<file path="src/sv/rmts_pkg.sv">
// rmts_pkg: shared sizes, codes and types of the rate-monotonic tick scheduler
// used by rmts_task_table, rmts_result_buf and rate_monotonic_tick_scheduler_top
package rmts_pkg;

  localparam int unsigned MAX_TASKS = 8;
  localparam int unsigned TIME_BITS = 16;
  localparam int unsigned IDX_W     = (MAX_TASKS > 1) ? $clog2(MAX_TASKS) : 1;
  localparam int unsigned CNT_W     = $clog2(MAX_TASKS + 1);
  localparam int unsigned SLOT_W    = 3;
  localparam int unsigned TIE_W     = 8;
  localparam int unsigned LOST_W    = 16;
  localparam int unsigned CFG_W     = 4;
  localparam int unsigned MODE_W    = 2;
  localparam int unsigned PADDR_W   = 3;
  localparam int unsigned PDATA_W   = 32;

  localparam logic [CFG_W-1:0] TASK_COUNT_RST = 4'd8;
  // register index is the word address
  localparam logic [PADDR_W-3:0] REG_TASK_COUNT = '0;

  typedef logic [TIME_BITS-1:0] time_t;

  typedef enum logic [MODE_W-1:0] {
    MODE_LOAD   = 2'd0,
    MODE_TICK   = 2'd1,
    MODE_FINISH = 2'd2,
    MODE_NONE   = 2'd3
  } mode_e;

  typedef enum logic [1:0] {
    RSN_PRE  = 2'd0,
    RSN_LOST = 2'd1,
    RSN_FIN  = 2'd2,
    RSN_IDLE = 2'd3
  } reason_e;

  typedef struct packed {
    time_t              period;
    time_t              burst;
    time_t              rel_deadline;
    logic [TIE_W-1:0]   tie;
  } slot_static_t;

  typedef struct packed {
    time_t              next_release;
    time_t              remaining;
    time_t              abs_deadline;
    logic [LOST_W-1:0]  lost;
  } slot_dyn_t;

  typedef struct packed {
    logic               is_report;
    logic               is_idle;
    logic [SLOT_W-1:0]  task_index;
    time_t              run_ticks;
    reason_e            reason;
    logic [LOST_W-1:0]  lost_total;
    logic               killed;
  } result_t;

  // event for a run that closes, idle form when no task was running
  function automatic result_t close_result(input logic busy, input logic [IDX_W-1:0] idx,
                                           input time_t len, input reason_e rsn);
    result_t r;
    r           = '0;
    r.run_ticks = len;
    if (busy) begin
      r.task_index = SLOT_W'(idx);
      r.reason     = rsn;
    end else begin
      r.is_idle = 1'b1;
      r.reason  = RSN_IDLE;
    end
    return r;
  endfunction

endpackage

</file>
<file path="src/sv/rmts_task_table.sv">
// rmts_task_table: per-slot task parameters and job state, one access port
// depends on rmts_pkg
module rmts_task_table import rmts_pkg::*; (
  input  logic             clk_i,
  input  logic             rst_ni,
  input  logic [IDX_W-1:0] idx_i,
  input  logic             st_we_i,
  input  slot_static_t     st_wdata_i,
  input  logic             dyn_we_i,
  input  slot_dyn_t        dyn_wdata_i,
  output slot_static_t     st_rdata_o,
  output slot_dyn_t        dyn_rdata_o
);

  slot_static_t             st_q   [MAX_TASKS];
  time_t                    nrel_q [MAX_TASKS];
  time_t                    rem_q  [MAX_TASKS];
  time_t                    adl_q  [MAX_TASKS];
  logic [LOST_W-1:0]        lost_q [MAX_TASKS];

  always_ff @(posedge clk_i) begin
    if (st_we_i) begin
      st_q[idx_i] <= st_wdata_i;
    end
    if (dyn_we_i) begin
      nrel_q[idx_i] <= dyn_wdata_i.next_release;
    end
  end

  always_ff @(posedge clk_i or negedge rst_ni) begin
    if (!rst_ni) begin
      for (int k = 0; k < MAX_TASKS; k++) begin
        rem_q[k]  <= '0;
        adl_q[k]  <= '0;
        lost_q[k] <= '0;
      end
    end else if (dyn_we_i) begin
      rem_q[idx_i]  <= dyn_wdata_i.remaining;
      adl_q[idx_i]  <= dyn_wdata_i.abs_deadline;
      lost_q[idx_i] <= dyn_wdata_i.lost;
    end
  end

  assign st_rdata_o               = st_q[idx_i];
  assign dyn_rdata_o.next_release = nrel_q[idx_i];
  assign dyn_rdata_o.remaining    = rem_q[idx_i];
  assign dyn_rdata_o.abs_deadline = adl_q[idx_i];
  assign dyn_rdata_o.lost         = lost_q[idx_i];

endmodule

</file>
<file path="src/sv/rmts_result_buf.sv">
// rmts_result_buf: holds back one result so the final one of an item gets its last flag
// depends on rmts_pkg
module rmts_result_buf import rmts_pkg::*; (
  input  logic    clk_i,
  input  logic    rst_ni,
  input  logic    push_i,
  input  result_t push_data_i,
  input  logic    flush_i,
  output logic    res_valid_o,
  output result_t res_data_o,
  output logic    res_last_o
);

  logic    pend_valid_q, pend_valid_d;
  result_t pend_q;
  logic    out_valid_q, out_valid_d;
  logic    out_last_q, out_last_d;
  result_t out_q;

  always_comb begin
    pend_valid_d = pend_valid_q;
    out_valid_d  = 1'b0;
    out_last_d   = 1'b0;
    if (push_i) begin
      // a newer result exists, so the held one is not the last
      out_valid_d  = pend_valid_q;
      pend_valid_d = 1'b1;
    end else if (flush_i) begin
      out_valid_d  = pend_valid_q;
      out_last_d   = 1'b1;
      pend_valid_d = 1'b0;
    end
  end

  always_ff @(posedge clk_i or negedge rst_ni) begin
    if (!rst_ni) begin
      pend_valid_q <= 1'b0;
      out_valid_q  <= 1'b0;
      out_last_q   <= 1'b0;
    end else begin
      pend_valid_q <= pend_valid_d;
      out_valid_q  <= out_valid_d;
      out_last_q   <= out_last_d;
    end
  end

  always_ff @(posedge clk_i) begin
    if (push_i || flush_i) begin
      out_q <= pend_q;
    end
    if (push_i) begin
      pend_q <= push_data_i;
    end
  end

  assign res_valid_o = out_valid_q;
  assign res_data_o  = out_q;
  assign res_last_o  = out_last_q;

endmodule

</file>
<file path="src/sv/rate_monotonic_tick_scheduler_top.sv">
// rate-monotonic tick scheduler, top level with sequencer and config port
// a tick keeps busy high through the slot walk, walk exit, decide, burst update and flush,
// and no new command is taken until busy drops; a finish runs close, report walk and flush;
// a load is written while idle and busy stays low
// the last result of an item leaves in the same cycle that busy drops; results cannot be stalled
// async active-low reset clears job state, lost counts, run and tick, task_count to eight
// depends on rmts_pkg, rmts_task_table, rmts_result_buf
module rate_monotonic_tick_scheduler_top import rmts_pkg::*; (
  input  logic               clk_i,
  input  logic               rst_ni,
  // command channel
  input  logic               start,
  output logic               busy,
  input  logic [MODE_W-1:0]  mode_i,
  input  logic [SLOT_W-1:0]  task_slot_i,
  input  logic [TIME_BITS-1:0] period_i,
  input  logic [TIME_BITS-1:0] burst_i,
  input  logic [TIME_BITS-1:0] rel_deadline_i,
  input  logic [TIME_BITS-1:0] first_arrival_i,
  input  logic [TIE_W-1:0]   tie_order_i,
  // results
  output logic               res_valid_o,
  output logic               is_report_o,
  output logic               is_idle_o,
  output logic [SLOT_W-1:0]  task_index_o,
  output logic [TIME_BITS-1:0] run_ticks_o,
  output logic [1:0]         reason_o,
  output logic [LOST_W-1:0]  lost_total_o,
  output logic               killed_o,
  output logic               last_o,
  // config port
  input  logic               psel,
  input  logic               penable,
  input  logic               pwrite,
  input  logic [PADDR_W-1:0] paddr,
  input  logic [PDATA_W-1:0] pwdata,
  output logic [PDATA_W-1:0] prdata,
  output logic               pready
);

  typedef enum logic [6:0] {
    S_IDLE   = 7'b0000001,
    S_PASS   = 7'b0000010,
    S_DECIDE = 7'b0000100,
    S_FIN    = 7'b0001000,
    S_FCLOSE = 7'b0010000,
    S_REPORT = 7'b0100000,
    S_END    = 7'b1000000
  } state_e;

  state_e             state_q, state_d;
  logic [CNT_W-1:0]   i_q, i_d;
  logic               found_q, found_d;
  logic [IDX_W-1:0]   pick_q, pick_d;
  time_t              bp_q, bp_d;
  logic [TIE_W-1:0]   bt_q, bt_d;
  time_t              brb_q, brb_d;
  logic               run_busy_q, run_busy_d;
  logic [IDX_W-1:0]   running_q, running_d;
  time_t              run_len_q, run_len_d;
  time_t              now_q, now_d;
  logic [CFG_W-1:0]   task_count_q;

  logic [CNT_W-1:0]   cnt;
  logic               in_acc;
  logic               slot_ok;
  logic               cfg_sel;

  logic [IDX_W-1:0]   idx;
  logic               st_we, dyn_we;
  slot_static_t       st_wdata, rd_st;
  slot_dyn_t          dyn_wdata, rd_dyn;

  logic               push, flush;
  result_t            push_data, res_data;

  // slot walk datapath
  logic               rel;
  time_t              rb1, ad1, rb2, nr_n;
  logic               lost_hit;
  logic [LOST_W-1:0]  lc_n;
  logic               better;
  logic               same_run;
  time_t              rb_dec;

  assign cnt     = (32'(task_count_q) > MAX_TASKS) ? CNT_W'(MAX_TASKS) : CNT_W'(task_count_q);
  assign in_acc  = start && !busy;
  assign slot_ok = 32'(task_slot_i) < MAX_TASKS;
  assign busy    = (state_q != S_IDLE);

  assign rel      = (rd_dyn.next_release == now_q);
  assign rb1      = rel ? rd_st.burst : rd_dyn.remaining;
  assign ad1      = rel ? time_t'(now_q + rd_st.rel_deadline) : rd_dyn.abs_deadline;
  assign lost_hit = (rb1 != '0) && (ad1 == now_q);
  assign rb2      = lost_hit ? '0 : rb1;
  assign lc_n     = (lost_hit && (rd_dyn.lost != '1)) ? LOST_W'(rd_dyn.lost + 1'b1)
                                                       : rd_dyn.lost;
  assign nr_n     = rel ? time_t'(now_q + rd_st.period) : rd_dyn.next_release;
  assign better   = (rb2 != '0) &&
                    (!found_q || (rd_st.period < bp_q) ||
                     ((rd_st.period == bp_q) && (rd_st.tie < bt_q)));
  assign same_run = (found_q == run_busy_q) && (!found_q || (pick_q == running_q));
  assign rb_dec   = brb_q - 1'b1;

  always_comb begin
    state_d    = state_q;
    i_d        = i_q;
    found_d    = found_q;
    pick_d     = pick_q;
    bp_d       = bp_q;
    bt_d       = bt_q;
    brb_d      = brb_q;
    run_busy_d = run_busy_q;
    running_d  = running_q;
    run_len_d  = run_len_q;
    now_d      = now_q;
    idx        = i_q[IDX_W-1:0];
    st_we      = 1'b0;
    dyn_we     = 1'b0;
    st_wdata.period       = period_i;
    st_wdata.burst        = burst_i;
    st_wdata.rel_deadline = rel_deadline_i;
    st_wdata.tie          = tie_order_i;
    dyn_wdata  = rd_dyn;
    push       = 1'b0;
    push_data  = '0;
    flush      = 1'b0;

    unique case (state_q)
      S_IDLE: begin
        idx = IDX_W'(task_slot_i);
        if (in_acc) begin
          unique case (mode_i)
            MODE_LOAD: begin
              if (slot_ok) begin
                st_we                  = 1'b1;
                dyn_we                 = 1'b1;
                dyn_wdata.next_release = first_arrival_i;
                dyn_wdata.remaining    = '0;
                dyn_wdata.abs_deadline = '0;
              end
            end
            MODE_TICK: begin
              state_d = S_PASS;
              i_d     = '0;
              found_d = 1'b0;
            end
            MODE_FINISH: begin
              state_d = S_FCLOSE;
            end
            MODE_NONE: begin
            end
          endcase
        end
      end

      S_PASS: begin
        if (i_q < cnt) begin
          // release, deadline check and priority compare for one slot
          dyn_we                 = 1'b1;
          dyn_wdata.next_release = nr_n;
          dyn_wdata.remaining    = rb2;
          dyn_wdata.abs_deadline = ad1;
          dyn_wdata.lost         = lc_n;
          if (lost_hit && run_busy_q && (running_q == i_q[IDX_W-1:0])) begin
            push       = (run_len_q != '0);
            push_data  = close_result(1'b1, running_q, run_len_q, RSN_LOST);
            run_busy_d = 1'b0;
            run_len_d  = '0;
          end
          if (better) begin
            found_d = 1'b1;
            pick_d  = i_q[IDX_W-1:0];
            bp_d    = rd_st.period;
            bt_d    = rd_st.tie;
            brb_d   = rb2;
          end
          i_d = CNT_W'(i_q + 1'b1);
        end else begin
          state_d = S_DECIDE;
        end
      end

      S_DECIDE: begin
        if (same_run) begin
          if (run_len_q != '1) begin
            run_len_d = run_len_q + 1'b1;
          end
        end else begin
          push       = (run_len_q != '0);
          push_data  = close_result(run_busy_q, running_q, run_len_q, RSN_PRE);
          run_busy_d = found_q;
          running_d  = found_q ? pick_q : '0;
          run_len_d  = time_t'(1);
        end
        state_d = S_FIN;
      end

      S_FIN: begin
        idx = pick_q;
        if (found_q) begin
          dyn_we              = 1'b1;
          dyn_wdata.remaining = rb_dec;
          if (rb_dec == '0) begin
            push       = (run_len_q != '0);
            push_data  = close_result(run_busy_q, running_q, run_len_q, RSN_FIN);
            run_busy_d = 1'b0;
            running_d  = '0;
            run_len_d  = '0;
          end
        end
        now_d   = now_q + 1'b1;
        state_d = S_END;
      end

      S_FCLOSE: begin
        push       = (run_len_q != '0);
        push_data  = close_result(run_busy_q, running_q, run_len_q, RSN_PRE);
        run_busy_d = 1'b0;
        running_d  = '0;
        run_len_d  = '0;
        i_d        = '0;
        state_d    = S_REPORT;
      end

      S_REPORT: begin
        if (i_q < cnt) begin
          push                 = 1'b1;
          push_data.is_report  = 1'b1;
          push_data.task_index = SLOT_W'(i_q[IDX_W-1:0]);
          push_data.lost_total = rd_dyn.lost;
          push_data.killed     = (rd_dyn.remaining != '0);
          i_d                  = CNT_W'(i_q + 1'b1);
        end else begin
          state_d = S_END;
        end
      end

      S_END: begin
        flush   = 1'b1;
        state_d = S_IDLE;
      end

      default: begin
        state_d = S_IDLE;
      end
    endcase
  end

  always_ff @(posedge clk_i or negedge rst_ni) begin
    if (!rst_ni) begin
      state_q    <= S_IDLE;
      i_q        <= '0;
      found_q    <= 1'b0;
      pick_q     <= '0;
      run_busy_q <= 1'b0;
      running_q  <= '0;
      run_len_q  <= '0;
      now_q      <= '0;
    end else begin
      state_q    <= state_d;
      i_q        <= i_d;
      found_q    <= found_d;
      pick_q     <= pick_d;
      run_busy_q <= run_busy_d;
      running_q  <= running_d;
      run_len_q  <= run_len_d;
      now_q      <= now_d;
    end
  end

  // best candidate payload
  always_ff @(posedge clk_i) begin
    bp_q  <= bp_d;
    bt_q  <= bt_d;
    brb_q <= brb_d;
  end

  // config register
  assign cfg_sel = (paddr[PADDR_W-1:2] == REG_TASK_COUNT);
  assign pready  = 1'b1;
  assign prdata  = cfg_sel ? PDATA_W'(task_count_q) : '0;

  always_ff @(posedge clk_i or negedge rst_ni) begin
    if (!rst_ni) begin
      task_count_q <= TASK_COUNT_RST;
    end else if (psel && penable && pwrite && cfg_sel) begin
      task_count_q <= pwdata[CFG_W-1:0];
    end
  end

  rmts_task_table u_table (
    .clk_i       (clk_i),
    .rst_ni      (rst_ni),
    .idx_i       (idx),
    .st_we_i     (st_we),
    .st_wdata_i  (st_wdata),
    .dyn_we_i    (dyn_we),
    .dyn_wdata_i (dyn_wdata),
    .st_rdata_o  (rd_st),
    .dyn_rdata_o (rd_dyn)
  );

  rmts_result_buf u_res (
    .clk_i       (clk_i),
    .rst_ni      (rst_ni),
    .push_i      (push),
    .push_data_i (push_data),
    .flush_i     (flush),
    .res_valid_o (res_valid_o),
    .res_data_o  (res_data),
    .res_last_o  (last_o)
  );

  assign is_report_o  = res_data.is_report;
  assign is_idle_o    = res_data.is_idle;
  assign task_index_o = res_data.task_index;
  assign run_ticks_o  = res_data.run_ticks;
  assign reason_o     = res_data.reason;
  assign lost_total_o = res_data.lost_total;
  assign killed_o     = res_data.killed;

endmodule
</file>
<file path="config.mk">
export PLATFORM = sky130hd
export DESIGN_NAME = rate_monotonic_tick_scheduler_top
export DESIGN_NICKNAME = d
export VERILOG_FILES = /design/src/sv/rmts_pkg.sv /design/src/sv/rmts_task_table.sv /design/src/sv/rmts_result_buf.sv /design/src/sv/rate_monotonic_tick_scheduler_top.sv
export SDC_FILE = /design/constraint.sdc
export NUM_CORES = 2
export LEC_CHECK = 0
export CAP_MARGIN = 0
export CORE_MARGIN = 4
export CORE_UTILIZATION = 47
export DETAILED_ROUTE_END_ITERATION = 10
export DONT_BUFFER_PORTS = 1
export GPL_TIMING_DRIVEN = 0
export PLACE_DENSITY_LB_ADDON = 0.2
export SLEW_MARGIN = 30
export SYNTH_ARGS = -nofsm -noshare
export SYNTH_HDL_FRONTEND = slang
export SYNTH_HIERARCHICAL = 1
export SYNTH_SLANG_ARGS = --single-unit
export TNS_END_PERCENT = 20
</file>
<file path="constraint.sdc">
create_clock -name clk_i -period 11.58 [get_ports clk_i]
set_input_delay 1.158 -clock clk_i [delete_from_list [all_inputs] [get_ports clk_i]]
set_output_delay 1.158 -clock clk_i [all_outputs]
set_load 0.03 [all_outputs]
</file>
After elaboration in Yosys (flattened, before gate mapping). Memories as Yosys holds them, arrays and structs flattened. Index checks and enable logic that the tools add are counted.

Equality and inequality tests: 31. Reduce and logical (&&, ||, !) cells: 37. Bitwise logic cells: 2. Add/sub/neg operators: 7. Mux-type cells: 101. Magnitude comparators: 6.

Operators with widths (number): $bwmux 128 (3); $mux 16 (20); $bmux 16 s3 (3); $mux 39 (3); $mux 48 (2); $mux 38 (2); $pmux 18 s4 (1); $pmux 17 s4 (1); $mux 64 (1); $pmux 16 s2 (2); $pmux 16 s4 (1); $reduce_bool 16->1 (4); $add 16x1->16 const B (3); $demux 16 s3 (1); $eq 16x16->1 (3); $pmux 16 s3 (1); $pmux 7 s6 (1); $add 16x16->16 (2); $mux 1 (32); $ne 16x16->1 const B (2); $mux 7 (3); $mux 4 (5); $mux 3 (6); $ne 2x2->1 const B (9); other kinds (49) (73).

Register bits after elaboration: 562. Memories kept: 2. Input port bits: 118. Output and inout bits: 76. Memory bits (writable): 576.

Memory list: u_table.st_q (depth 8, bits a word 56, read ports 1, clocked after Yosys merged registers in 0, wr ports 1, line rmts_task_table.sv:15) `slot_static_t st_q [MAX_TASKS];`; u_table.nrel_q (depth 8, bits a word 16, read ports 1, clocked after Yosys merged registers in 0, wr ports 1, line rmts_task_table.sv:16) `time_t nrel_q [MAX_TASKS];`.

Depth between registers and ports, before layout.
Depth in word-level cells: 15. Gate-level depth with buffers: 29. Gate-level depth less buffers: 24.

Modules after synthesis. Netlist, hierarchy kept.

By module, submodules not included: rmts_task_table (instances 1, area each 39593.0 um^2, cells each 1893); rate_monotonic_tick_scheduler_top (instances 1, area each 9505.4 um^2, cells each 1160); rmts_result_buf (instances 1, area each 2511.2 um^2, cells each 88).

Least setup slack after synthesis. OpenSTA, ideal clock, no wires.

Kind: reg2reg. From: reg state_q[5]. To: reg bp_q[0], enable pin. Period minus slack after synthesis: 9042 ps. Buffers on the path: 3. Required time: 11093 ps. Setup slack: 2538 ps. Arrival time: 8555 ps. Cell stages (with the launch flop): 24. Cell sequence: dfrtp_1 > or3_1 > or3_1 > nor3b_1 > a22oi_1 > nand2_1 > buf_6 > buf_8 > buf_6 > mux4_1 > mux2_2 > ha_1 > inv_1 > fa_1 > nand2b_1 > a21oi_1 > o2111a_1 > o31ai_1 > xnor3_1 > a31oi_1 > a31oi_1 > nor2_2 > or3_1 > nor3_1.

RTL lines: start: declaration (line rate_monotonic_tick_scheduler_top.sv:51) `state_e state_q, state_d;`; start signal: assignment (line rate_monotonic_tick_scheduler_top.sv:261) `state_q <= state_d;`; end signal: assignment (line rate_monotonic_tick_scheduler_top.sv:274) `bp_q <= bp_d;`; end: declaration (line rate_monotonic_tick_scheduler_top.sv:55) `time_t bp_q, bp_d;`.

==> impl_metrics.csv <==
group,metric,value,unit
drt,ant_nets,0,
timing,fmax,92.51,MHz
timing,period_share,93.35,%
drt,first_pass_iters,5,
setup_path,regToRegSetupSlack,0.77,ns
drt,wl,135.9,mm
placed_design,place_area,0.05436,sq mm
power,power.leakage,23.44,nW
yosys,yosys_warnings,6,
drt,drt_iter0_drc,2147,
drt,wl_per_cell,27.97,um
setup_path,r2r-start,"state_q[5]",
status,status,"completed",
timing,relSlewSlack,33.41,%
clocking,cts_resized,0,
timing,worst_slew_pin_slew,0.9989,ns
flow_run,maxCapViolCount,0,
floorplan,start_util,47.35,%
yosys,synth_edf_count,696,
clocking,cts_tree,"done",
floorplan,die_x,339.4,um
floorplan,die_h,339.4,um
clocking,cts_setup_buffers,0,
floorplan,io_pins,194,
floorplan,dieArea,0.1152,sq mm
setup_path,path_class,"flip-flop to flip-flop",
setup_path,endpoint_kind,"flip-flop",
yosys,ys_seq_area_share,61.93,%
global_routing,track_usage,23.28,%
yosys,synth_cell_types,94,
yosys,synthesis.area,0.05161,sq mm
setup_path,critPathRequiredTime,11.94,ns
power,vdd_drop_max,0.0001732,V
timing,hold_viol,0,
yosys,post_synth.cell_area_avg,16.43,sq um
yosys,yosysMostFrequentCell,"edfxtp_1",
yosys,synth.top_cell.area_share,40.50,%
timing,finalSetupViolations,0,
yosys,ys_top_cells_by_area,"edfxtp_1 (40%), dfrtp_1 (21%), mux2_2 (10%), mux4_1 (8.4%), mux4_2 (3.2%)",
setup_path,r2r_end,"u_res/res_data_o[7]",
timing,tns,0,ns
global_routing,grt_max_degree,443,
drt,num_vias,29093,
placed_design,portBuffers,0,
clocking,clockRootBuffer,"clkbuf_16",
setup_path,worst_path_largest_cell_delay,0.81,ns
final_layout,final_core_util,53.67,%
timing,fin_worst_skew,0.05139,ns
yosys,syn_inst,3141,
placed_design,dp_hpwl,94.61,mm
floorplan,fp-row-count,121,
setup_path,worstSetupStartpointType,"flip-flop",
clocking,clock_path_buffers,3,
final_layout,stdcell_area,0.05850,sq mm
placed_design,gp_congestion,0.9038,
global_routing,antenna_found_initial,8,
final_layout,drive_gt1_share,28.65,%
global_routing,grt_pass1_wl,198.3,mm
drt,via_per_inst,5.990,
drt,drcViolationCount,0,
yosys,ys_seq_elements,1138,
setup_path,cp_max_fo,41,
setup_path,arrival,11.17,ns
yosys,synth_common_cells,"edfxtp_1 (696), mux2_2 (474), dfrtp_1 (440)",
clocking,clkTransAtPathRegs,0.06,ns
global_routing,overflow,0,
yosys,synth_area_leader_cell,"edfxtp_1",
power,cellPowerDensity,207.8,mW/mm^2
hold_path,hold_class,"input port to async pin",
clocking,clock-sinks,1138,
timing,holdWs,0.1409,ns
timing,fin_crit,10.81,ns
power,fin_total_pwr,12.16,mW
timing,rsz0062_at_grt,"no",
setup_path,worst-r2r-cell-count,26,
clocking,clock_latency,0.73,ns
clocking,cts-hold-fix-buffers,0,
floorplan,design.core.area,0.1090,sq mm
timing,drv_slew,0,
final_layout,area_growth,13.36,%
setup_path,critPathSlowestCell,"o31ai_1",
clocking,cts_buffers,116,
clocking,htree_levels,3,
yosys,ys.flop_type,"edfxtp_1",
final_layout,fin_nets,3522,
yosys,async_flop_share,38.84,%
final_layout,n_fill_cell,8650,
global_routing,grt_pass1_vias,29844,
-- cell families after synthesis --
| logic type | share of synthesized area [%] |
|---|---|
| adders and majority gates | 1.629 |
| DFF | 61.93 |
| AOI/OAI and AO/OA | 3.317 |
| buffers and inverters | 2.827 |
| other | 0.01455 |
| xor gates and xnor gates | 2.029 |
| and+or+nand+nor | 5.678 |
| muxes | 22.57 |
-- final cells by class --
type	instances	area, sq um	area share (%)
buffer	194	1250	2.136
clock buffer	155	3224	5.511
multi-input combinational	1777	18400	31.44
clock inverter	63	812.0	1.388
sequential	1138	31960	54.63
timing repair buffer	52	857.1	1.465
antenna	5	12.51	0.02139
inverter	59	221.5	0.3785
tap	1414	1769	3.024
-- placed cells by master, fill, tap and decap left out, types with 69 or more instances in the layout --
cell | Yosys | routed
a21oi_1 | 69 | 69
clkbuf_1 | 56 | 76
clkbuf_16 | 0 | 120
dfrtp_1 | 440 | 440
edfxtp_1 | 696 | 696
mux2_2 | 474 | 474
mux4_1 | 165 | 165
mux4_2 | 74 | 74
nand2_1 | 213 | 213
nor2_1 | 93 | 87
xnor2_1 | 77 | 77
-- report_power, final --
group	total (mW)	switching [mW]	leakage, nW	internal [mW]
clock network	3.89	1.59	1.95	2.30
registers	4.73	0.0827	12.4	4.65
logic	3.54	2.18	9.09	1.37
total	12.2	3.85	23.4	8.31
-- worst max path at each step --
stage                     slack (ns)                    to  cells after the start        from
after CTS                       0.72  u_res/res_data_o[39]                     24  state_q[5]
after global placement         -2.78               bt_q[0]                     21  state_q[5]
after global routing            0.40   u_res/res_data_o[7]                     25  state_q[5]
after floorplan                 2.54               bp_q[0]                     23  state_q[5]
final                           0.77   u_res/res_data_o[7]                     26  state_q[5]
after detailed placement        0.77  u_res/res_data_o[10]                     24  state_q[5]
-- state kept, by name (all words and copies together), names as in the netlist, 3 cells and up --
signal and flops:
pick_q 3, bp_q 16, u_res/pend_q 40, run_len_q 16, u_table/adl_q 128, brb_q 16
bt_q 8, u_table/rem_q 128, u_table/lost_q 128, task_count_q 4, u_table/st_q 448, i_q 4
u_res/res_data_o 40, u_table/nrel_q 128, running_q 3, state_q 7, now_q 16
-- routing by layer --
metal	GRT usage [%]	vias up	routed length, um	share of wire [%]
met5	0	-	36	0.026
met4	7.511	6	4831	3.6
met3	4.505	284	9425	6.9
met2	39.13	986	66090	49
met1	30.71	15216	55470	41
li1	-	12601	-	-
-- metrics by stage --
stage | setup WS [ns] | cells
after floorplan | 2.538 | 3168
after global placement | -2.780 | 4582
after detailed placement | 0.7669 | 4631
after CTS | 0.7237 | 4849
after global routing | 0.4048 | 4853
final | 0.7698 | 4857
-- critical path, delay by kind of cell (launching register included) --
family,cells,cell delay (ns)
adder cells (fa/ha/maj),1,0.31
flip-flops,1,0.43
XOR/XNOR,1,0.24
AO/OA/AOI/OAI,8,3.13
buffers and inverters,6,2.61
AND/OR/NAND/NOR,9,3.26
multiplexers,1,0.39
(Power assumes the default switching activity.)
